`config.mk`:
```
export PLATFORM = sky130hd
export DESIGN_NAME = serial_channel_frame_run_encoder_core
export DESIGN_NICKNAME = d
export VERILOG_FILES = /design/src/hw/rtl/scfre_pkg.sv /design/src/hw/rtl/serial_channel_frame_run_encoder_core.sv
export SDC_FILE = /design/constraint.sdc
export NUM_CORES = 1
export LEC_CHECK = 0
export ABC_AREA = 1
export BUFFER_PORTS_ARGS = -buffer_cell sky130_fd_sc_hd__buf_4
export CORE_ASPECT_RATIO = 0.7
export CORE_MARGIN = 2
export CORE_UTILIZATION = 36
export DETAILED_ROUTE_END_ITERATION = 7
export HOLD_SLACK_MARGIN = 0.08
export PLACE_DENSITY = 0.5
export SLEW_MARGIN = 40
export SYNTH_ARGS = -nofsm -noshare
export SYNTH_HDL_FRONTEND = slang
export SYNTH_SLANG_ARGS = --single-unit
```
`constraint.sdc`:
```
create_clock -name clock -period 9.78 [get_ports clock]
set_input_delay 0.978 -clock clock [delete_from_list [all_inputs] [get_ports clock]]
set_output_delay 0.978 -clock clock [all_outputs]
set_load 0.01 [all_outputs]
```
`src/hw/rtl/scfre_pkg.sv`:
```
// ----------------------------------------------------------------------------
// scfre_pkg
// Shared types and constants for the serial channel frame run encoder.
// ----------------------------------------------------------------------------
package scfre_pkg;

   typedef enum logic {
      REQ_STORE = 1'b0,
      REQ_FRAME = 1'b1
   } req_kind_type;

   localparam int unsigned VALUE_W    = 11;
   localparam int unsigned CLAMP_W    = 10;
   localparam int unsigned TICKS_W    = 16;
   localparam int unsigned COUNT_W    = 4;
   localparam int unsigned SYMBOL_W   = 10;   // start, 8 data, stop
   localparam int unsigned RUN_W      = 4;
   localparam int unsigned STOP_EXTRA_BITS = 10;
   localparam logic [COUNT_W-1:0] COUNT_RESET = 4'd6;
   localparam logic signed [VALUE_W:0] CENTRE_OFFSET = 12'sd512;
   localparam logic signed [VALUE_W:0] CLAMP_MAX     = 12'sd1023;

endpackage

```
`src/hw/rtl/serial_channel_frame_run_encoder_core.sv`:
```
// ----------------------------------------------------------------------------
// serial_channel_frame_run_encoder_core
// Turns channel values into 8N1 serial frames reported as runs of level.
// ----------------------------------------------------------------------------
// Usage:
//  - req_ channel: a store word (req_type = REQ_STORE) writes one channel
//    slot and produces nothing. A frame word (REQ_FRAME) sends the next
//    frame of the cycle: header, then channel 0 .. channel_count-1.
//  - rsp_ channel: one word per run of equal line level, pulse ticks minus
//    one; rsp_last_of_frame marks the final run of a frame.
//  - csr_ channel: writes channel_count; always ready. Write only when idle.
// Flow: an accepted frame word is loaded into the run emitter registers, and
//  its first run then goes from there into the output register.
// Throughput: one run per cycle from the run emitter while rsp_stall is low;
//  a header frame has 4 runs, a channel frame up to 20. The next frame word
//  is taken in the cycle the previous frame's last run enters the output
//  register. Store words are taken in
//  any cycle.
// Reset: store cleared to zero, header frame next, channel_count = 6.
// Stall: rsp_stall holds the output register and the emitter; frame words
//  are stalled until the emitter can take them.
// ----------------------------------------------------------------------------
module serial_channel_frame_run_encoder_core #(
   parameter int unsigned MAX_CHANNELS    = 8,
   parameter int unsigned BIT_TICKS       = 16,
   parameter int unsigned FINAL_GAP_TICKS = 40000
) (
   input  logic                                   clock,
   input  logic                                   reset,
   // request channel
   input  logic                                   req_valid,
   output logic                                   req_stall,
   input  logic                                   req_type,
   input  logic [2:0]                             req_channel_index,
   input  logic signed [scfre_pkg::VALUE_W-1:0]   req_channel_value,
   // result channel
   output logic                                   rsp_valid,
   input  logic                                   rsp_stall,
   output logic [scfre_pkg::TICKS_W-1:0]          rsp_pulse_ticks,
   output logic                                   rsp_line_level,
   output logic                                   rsp_last_of_frame,
   // configuration
   input  logic                                   csr_valid,
   output logic                                   csr_ready,
   input  logic [scfre_pkg::COUNT_W-1:0]          csr_channel_count
);

   localparam int unsigned IW = (MAX_CHANNELS > 1) ? $clog2(MAX_CHANNELS) : 1;
   localparam int unsigned PW = $clog2(MAX_CHANNELS + 1);
   localparam int unsigned CW = (PW > scfre_pkg::COUNT_W) ? PW : scfre_pkg::COUNT_W;
   localparam int unsigned TW = scfre_pkg::TICKS_W;
   localparam int unsigned SW = scfre_pkg::SYMBOL_W;
   localparam int unsigned RW = scfre_pkg::RUN_W;
   localparam logic [TW-1:0] BT         = TW'(BIT_TICKS);
   localparam logic [TW-1:0] STOP_EXTRA = TW'(scfre_pkg::STOP_EXTRA_BITS * BIT_TICKS);
   localparam logic [TW-1:0] FINAL_GAP  = TW'(FINAL_GAP_TICKS - 1);
   localparam logic [CW-1:0] MAX_CNT    = CW'(MAX_CHANNELS);

   // state
   logic signed [scfre_pkg::VALUE_W-1:0] store_ff [MAX_CHANNELS];
   logic [PW-1:0]                 pos_ff, pos_in;
   logic [scfre_pkg::COUNT_W-1:0] count_ff, count_in;

   // run emitter
   logic          busy_ff, busy_in;
   logic [SW-1:0] bits_ff, bits_in;
   logic [RW-1:0] nbits_ff, nbits_in;
   logic [7:0]    byte2_ff, byte2_in;
   logic          second_ff, second_in;
   logic          final_ff, final_in;

   // output register
   logic          rsp_valid_ff, rsp_valid_in;
   logic [TW-1:0] ticks_ff, ticks_in;
   logic          level_ff, level_in;
   logic          last_ff, last_in;

   // frame request decode
   logic [CW-1:0]       count_eff;
   logic [CW-1:0]       pos_ext;
   logic                send_header;
   logic [IW-1:0]       rd_idx;
   logic [IW+2:0]       wr_idx_ext;
   logic [IW-1:0]       wr_idx;
   logic                wr_en;
   logic signed [scfre_pkg::VALUE_W:0] centred;
   logic [scfre_pkg::CLAMP_W-1:0]      clamped;
   logic [7:0]          byte1;
   logic [7:0]          byte_lo;
   logic                is_final;
   logic [CW-1:0]       ch_ext;

   // handshake
   logic          load_out;
   logic          emit;
   logic          frame_end;
   logic          frame_acc;

   // run measurement
   logic [RW-1:0] run;
   logic          still;
   logic          byte_end;

   assign csr_ready = 1'b1;
   assign count_in  = (csr_valid && csr_ready) ? csr_channel_count : count_ff;

   assign count_eff   = (CW'(count_ff) > MAX_CNT) ? MAX_CNT : CW'(count_ff);
   assign pos_ext     = CW'(pos_ff);
   assign ch_ext      = pos_ext - CW'(1);
   assign send_header = (pos_ff == '0) || (ch_ext >= count_eff);
   assign rd_idx      = ch_ext[IW-1:0];
   assign is_final    = (ch_ext == (count_eff - CW'(1)));

   always_comb begin
      centred = 12'(store_ff[rd_idx]) + scfre_pkg::CENTRE_OFFSET;
      if (centred < 0) begin
         clamped = '0;
      end else if (centred > scfre_pkg::CLAMP_MAX) begin
         clamped = '1;
      end else begin
         clamped = centred[scfre_pkg::CLAMP_W-1:0];
      end
   end

   assign byte1   = send_header ? 8'h00 : 8'({ch_ext, clamped[9:8]});
   assign byte_lo = send_header ? 8'h00 : clamped[7:0];

   // measure the run starting at bit 0 of the current symbol
   always_comb begin
      run   = '0;
      still = 1'b1;
      for (int i = 0; i < SW; i++) begin
         if (still && (RW'(i) < nbits_ff) && (bits_ff[i] == bits_ff[0])) begin
            run = run + RW'(1);
         end else begin
            still = 1'b0;
         end
      end
   end

   assign byte_end  = (run == nbits_ff);
   assign frame_end = byte_end && !second_ff;
   assign load_out  = !rsp_valid_ff || !rsp_stall;
   assign emit      = busy_ff && load_out;

   assign req_stall = (req_type == scfre_pkg::REQ_FRAME) && busy_ff && !(emit && frame_end);
   assign frame_acc = req_valid && !req_stall && (req_type == scfre_pkg::REQ_FRAME);

   assign wr_idx_ext = (IW+3)'(req_channel_index);
   assign wr_idx     = wr_idx_ext[IW-1:0];
   assign wr_en      = req_valid && !req_stall && (req_type == scfre_pkg::REQ_STORE) &&
                       ((IW+3)'(req_channel_index) < (IW+3)'(MAX_CHANNELS));

   always_comb begin
      pos_in = pos_ff;
      if (frame_acc) begin
         if (send_header) begin
            pos_in = PW'(1);
         end else if (is_final) begin
            pos_in = '0;
         end else begin
            pos_in = pos_ff + PW'(1);
         end
      end
   end

   always_comb begin
      busy_in   = busy_ff;
      bits_in   = bits_ff;
      nbits_in  = nbits_ff;
      byte2_in  = byte2_ff;
      second_in = second_ff;
      final_in  = final_ff;
      if (emit) begin
         if (!byte_end) begin
            bits_in  = bits_ff >> run;
            nbits_in = nbits_ff - run;
         end else if (second_ff) begin
            bits_in   = {1'b1, byte2_ff, 1'b0};
            nbits_in  = RW'(SW);
            second_in = 1'b0;
         end else begin
            busy_in = 1'b0;
         end
      end
      if (frame_acc) begin
         busy_in   = 1'b1;
         bits_in   = {1'b1, byte1, 1'b0};
         nbits_in  = RW'(SW);
         byte2_in  = byte_lo;
         second_in = 1'b1;
         final_in  = !send_header && is_final;
      end
   end

   always_comb begin
      rsp_valid_in = rsp_valid_ff;
      ticks_in     = ticks_ff;
      level_in     = level_ff;
      last_in      = last_ff;
      if (load_out) begin
         rsp_valid_in = busy_ff;
         ticks_in     = TW'(run) * BT - TW'(1) + (byte_end ? STOP_EXTRA : '0);
         if (frame_end && final_ff) begin
            ticks_in = FINAL_GAP;
         end
         level_in = bits_ff[0];
         last_in  = frame_end;
      end
   end

   always_ff @(posedge clock) begin
      if (reset) begin
         pos_ff       <= '0;
         count_ff     <= scfre_pkg::COUNT_RESET;
         busy_ff      <= 1'b0;
         second_ff    <= 1'b0;
         rsp_valid_ff <= 1'b0;
         for (int i = 0; i < MAX_CHANNELS; i++) begin
            store_ff[i] <= '0;
         end
      end else begin
         pos_ff       <= pos_in;
         count_ff     <= count_in;
         busy_ff      <= busy_in;
         second_ff    <= second_in;
         rsp_valid_ff <= rsp_valid_in;
         if (wr_en) begin
            store_ff[wr_idx] <= req_channel_value;
         end
      end
   end

   always_ff @(posedge clock) begin
      bits_ff  <= bits_in;
      nbits_ff <= nbits_in;
      byte2_ff <= byte2_in;
      final_ff <= final_in;
      ticks_ff <= ticks_in;
      level_ff <= level_in;
      last_ff  <= last_in;
   end

   assign rsp_valid         = rsp_valid_ff;
   assign rsp_pulse_ticks   = ticks_ff;
   assign rsp_line_level    = level_ff;
   assign rsp_last_of_frame = last_ff;

`ifndef SYNTHESIS
   a_nbits_live : assert property (@(posedge clock) disable iff (reset)
      busy_ff |-> (nbits_ff != '0))
      else $error("emitter busy with no symbol bits left");

   a_pos_range : assert property (@(posedge clock) disable iff (reset)
      CW'(pos_ff) <= MAX_CNT)
      else $error("frame position beyond channel store");

   a_symbol_frame : assert property (@(posedge clock) disable iff (reset)
      (busy_ff && (nbits_ff == RW'(SW))) |-> (!bits_ff[0] && bits_ff[SW-1]))
      else $error("fresh symbol lacks start or stop bit");

   a_frame_loads : assert property (@(posedge clock) disable iff (reset)
      frame_acc |=> (busy_ff && second_ff))
      else $error("accepted frame word did not load the emitter");
`endif

endmodule
```
# [Word-level counts from Yosys, hierarchy flattened]
# Memory sizes are Yosys's and may differ from the RTL's.
# Cells that the tools add are included.
[totals] wordCells=152 ramBits=88 output_inout_bits=21 n_memories=1 in_bits=24 ff_bits=52
[memory_table] name="store_ff" words=8 width=11 rd=1 rd_ports_with_merged_regs=0 write_ports=8 line_no="serial_channel_frame_run_encoder_core.sv:60" text="logic signed [scfre_pkg::VALUE_W-1:0] store_ff [MAX_CHANNELS];"
[classes] order_cmp=14 n_shift=1 n_mux=47 n_reduce_logical=45 add_sub_neg=16 bitwise=1 n_eq_ne=14
[op_table] operator="$mux 4" count=13
[op_table] operator="$mux 10" count=4
[op_table] operator="$add 4x1->4 const B" count=9
[op_table] operator="$logic_and 1x1->1" count=28
[op_table] operator="$mux 1" count=23
[op_table] operator="$mux 9" count=2
[op_table] operator="$lt 3x4->1 const A" count=4
[op_table] operator="$add 11x11->12 const B" count=1
[op_table] operator="$gt 12x11->1 const B" count=1
[op_table] operator="$lt 12x1->1 const B" count=1
[op_table] operator="$mux 11" count=1
[op_table] operator="$reduce_or 11->1" count=1
[op_table] operator="$add 9x9->10" count=1
[op_table] operator="$shr 10x4->10" count=1
[op_table] operator="$eq 1x1->1" count=9
[op_table] operator="$sub 8x1->9 const B" count=1
[op_table] operator="$eq 4x4->1" count=2
[op_table] operator="$lt 1x4->1 const A" count=2
[op_table] operator="$lt 2x4->1 const A" count=2
[op_table] operator="$lt 4x4->1 const A" count=2
[op_table] operator="$mux 8" count=1
[op_table] operator="$sub 4x1->4 const B" count=2
[op_table] operator="$logic_not 1->1" count=6
[op_table] operator="$mux 6" count=1
[op_table] operator="16 further kinds" count=20

# [Depth between registers and ports, before layout]
[logic_depth] word_depth=42 depth_mapped=50 mapped_depth_nobuf=49

# [Worst setup path after synthesis]
# OpenSTA, ideal clock, no wires.
[synth_path] path_type="flip-flop to output port" start="register bits_ff[0]" end="output port req_stall" setup_slack_ns=2.778 t_required_ns=8.802 path_buffers=2 stages_incl_launch_ff=40 arrival_ns=6.024 cell_sequence="dfxtp_1 buf_6 xor2_1 a21oi_1 ha_1 nand4_1 nand2_1 inv_1 ha_1 inv_1 nand3_1 nand2_1 inv_1 ha_1 nand3_1 nand2_1 ha_1 nand2_1 [... 4 more ...] inv_1 ha_1 or2_2 nand2_1 inv_1 ha_1 or2_0 nand2_1 inv_1 ha_1 o21ai_0 buf_2 ha_1 nand3_1 inv_1 nand4_2 nand2_4 inv_1"
[synth_between] elab_chain_cells=32
[synth_rtl] item="start, declared" line_no="serial_channel_frame_run_encoder_core.sv:66" text="logic [SW-1:0] bits_ff, bits_in;"
[synth_rtl] item="start signal, assigned" line_no="serial_channel_frame_run_encoder_core.sv:235" text="bits_ff <= bits_in;"
[synth_rtl] item="parallel branches: the longest is 26 deep, another holds $add 4x1->4"
[synth_rtl] item="$mux 4 (*)" line_no="serial_channel_frame_run_encoder_core.sv:133" text="if (still && (RW'(i) < nbits_ff) && (bits_ff[i] == bits_ff[0])) begin"
[synth_rtl] item="$eq 4x4->1 (*)" line_no="serial_channel_frame_run_encoder_core.sv:141" text="assign byte_end = (run == nbits_ff);"
[synth_rtl] item="$logic_and 1x1->1 (*)" line_no="serial_channel_frame_run_encoder_core.sv:142" text="assign frame_end = byte_end && !second_ff;"
[synth_rtl] item="$logic_and 1x1->1 (*)" line_no="serial_channel_frame_run_encoder_core.sv:146" text="assign req_stall = (req_type == scfre_pkg::REQ_FRAME) && busy_ff && !(emit && frame_end);"
[synth_rtl] item="$logic_not 1->1 (*)" line_no="serial_channel_frame_run_encoder_core.sv:146"
[synth_rtl] item="$logic_and 1x1->1 (*)" line_no="serial_channel_frame_run_encoder_core.sv:146"
[synth_rtl] item="end, declared" line_no="serial_channel_frame_run_encoder_core.sv:32" text="output logic req_stall,"
# Every way passes the cells marked *.

# [Worst setup path in the final report]
# Ends and elaborated chain as after synthesis.

==> flow_summary.ini <==
[global_routing]
grt_max_degree = 49
track_usage = 0.189
grt_pass1_vias = 5943
grt_overflow_total = 0
grt_pass1_wl_microns = 32900
antenna_found_initial = 0

[worst_setup_path]
arrival_ns = 7.37
required_ns = 8.80
rr_startpoint = bits_ff[0]
rr_worst_depth = 46
crit_type = reg -> out
r2r-end = rsp_pulse_ticks[12]
rrSetupSlack_ns = 2.01
cp_max_fo = 12
critPathMaxStageDelay_ns = 0.63
slowest_stage = dfxtp_1
start_kind = flip-flop
cp-end-kind = primary output

[synth]
postSynthAreaPerCell_sq_um = 8.30
ys_seq_area_frac = 0.488
synth_commonest_cells = nor2_1, nand2_1, edfxtp_1, inv_1, o21ai_0
ys.flop_type = edfxtp_1
synth_warnings = 0
ys_types = 50
synth_top_area_share = 0.444
ys_ff_latch = 131
syn-cell-area_sq_um = 7710
synth_area_leaders = edfxtp_1, nor2_1, nand2_1
netlist_instances = 929
synth_top_cell_by_area = edfxtp_1
async_reset_ff_frac = 0
synth.most_common_cell = nor2_1
synth_edf_count = 114

[route]
vias_per_cell = 5.01
drc = 0
drt-met1-wl_microns = 10900
vias = 6237
wl_microns = 20100
ant_nets = 0
drt_pass1_iterations = 5
wl_per_cell_microns = 16.2
maxUsedRoutingLayer = met4
routed-wl-met2_microns = 7950
wl_met3_microns = 1030
drt_iter0_markers = 514

[placed_design]
dpl_worst_slack_ns = 1.91
port_buffers = 39
gp_congestion = 0.900
dp_hpwl_microns = 14300
place_area_sq_um = 8190

[layout]
final_cell_area_sq_um = 8800
nets = 1003
diodes = 0
drive_gt1_frac = 0.119
area_growth_pct = 14.0

[die]
rows = 44
die_h_microns = 126
core_area_sq_um = 20900
initial_utilization = 0.370
die_area_sq_um = 22600
io_pins = 45
dieWidth_microns = 179

[timing]
fin_skew_ns = 0.0121
fin_ws_ns = 1.43
worst_pin_slew_ns = 0.653
min_period_ns = 8.35
slew_viol_final = 0
fin_crit_sh = 0.854
rsz0062_at_grt = false
setup_tns_ns = 0
timing.fmax_ghz = 0.120
hold_viol_final = 0
slew_headroom = 0.564
setup_viol = 0

[pwr]
p_switching_mw = 1.37
seqPwrFrac = 0.251
power_switching_share = 0.455
internal-power_mw = 1.63
pwr-share-clk = 0.223
combPwrFrac = 0.525
ir_drop_mv = 0.134
p_leak_nw = 3.91
powerDensity_nw_per_um2 = 341

[cts]
hold_buffers = 0
cts_buffers = 17
post_cts_buffers = 0
clkTransAtPathRegs_ns = 0.06
cts_root_buffer = clkbuf_16
htree_levels = 4
clk_path_buf_depth = 2
clock_latency_ns = 0.43
cts.sinks = 131
cts_tree = built
ctsResizeCount = 0

[worst_hold_path]
whs_path_depth = 2
min_path_type = reg -> reg
hold-path-endpoint = count_ff[2]
hp-start = count_ff[2]

[run_status]
status = finished, final reports clean

[run]
max_cap_violations = 0
==> sequential cells by signal, summed over array words and instances, names as in the netlist <==
register           flops
final_ff               1
count_ff               4
byte2_ff               8
busy_ff                1
rsp_valid              1
store_ff              88
pos_ext                4
rsp_last_of_frame      1
second_ff              1
nbits_ff               4
rsp_pulse_ticks        7
bits_ff               10
rsp_line_level         1
==> cell type report <==
class | count | area [sq um]
fill | 2092 | 12100
sequential | 131 | 3760
multi-input combinational | 659 | 3360
clock buffer | 17 | 425
inverter | 102 | 392
tap | 276 | 345
timing repair buffer | 44 | 330
clock inverter | 15 | 180
==> power by group through the flow <==
stage | Combinational, mW | Clock, mW | Sequential (mW)
3_3_place_gp | 1.57 | 0 | 0.763
6_report | 1.57 | 0.670 | 0.754
4_1_cts | 1.56 | 0.675 | 0.754
2_1_floorplan | 1.18 | 0 | 0.753
3_5_place_dp | 1.55 | 0 | 0.765
5_1_grt | 1.81 | 0.701 | 0.763
==> cells in the final DEF (no fill, tap or decap), types with 23 or more instances in the layout <==
cell,instances
inv_1,92
buf_4,44
nand2_1,175
a21oi_1,24
o21ai_0,74
nand3_1,68
ha_1,23
nor2_1,183
edfxtp_1,114
==> kinds of logic after synthesis <==
kind of cell / Yosys count / synth area share
adder cells (fa/ha/maj): 24 / 0.0399
multiplexers: 1 / 0.00130
AO/OA/AOI/OAI: 137 / 0.0996
other: 1 / 0.000486
flip-flops: 131 / 0.488
buffers and inverters: 143 / 0.0793
AND/OR/NAND/NOR: 475 / 0.272
XOR/XNOR: 17 / 0.0193
==> through the flow <==
step / utilization / power [mW] / hold WS, ns / std cells
6_report: 0.422 / 3.00 / 0.463 / 1244
5_1_grt: 0.422 / 3.27 / 0.494 / 1244
4_1_cts: 0.422 / 2.99 / 0.466 / 1244
3_5_place_dp: 0.393 / 2.32 / 0.450 / 1212
3_3_place_gp: 0.393 / 2.33 / 0.453 / 1212
2_1_floorplan: - / 1.94 / 0.429 / 933
==> worst max-delay path by stage <==
stage                    start         to  cells past startpoint
floorplan           bits_ff[0]  req_stall                     39
global placement    bits_ff[0]  req_stall                     41
detailed placement  bits_ff[0]  req_stall                     41
CTS                 bits_ff[0]  req_stall                     41
global route        bits_ff[0]  req_stall                     41
finish              bits_ff[0]  req_stall                     41
==> worst max-delay path: cells and delay by family (launching register included) <==
family,cells,cell delay (ns)
buffers and inverters,10,0.70
AOI/OAI and AO/OA,1,0.20
xor gates and xnor gates,1,0.13
adders and majority gates,9,2.60
DFF,1,0.63
and+or+nand+nor,20,2.67
==> per-layer routing <==
layer | vias up | track usage
li1 | 3157 | -
met1 | 2903 | 0.309
met2 | 159 | 0.251
met3 | 18 | 0.0282
met4 | 0 | 0.0569
met5 | - | 0
Power figures use the tool's default switching activity.
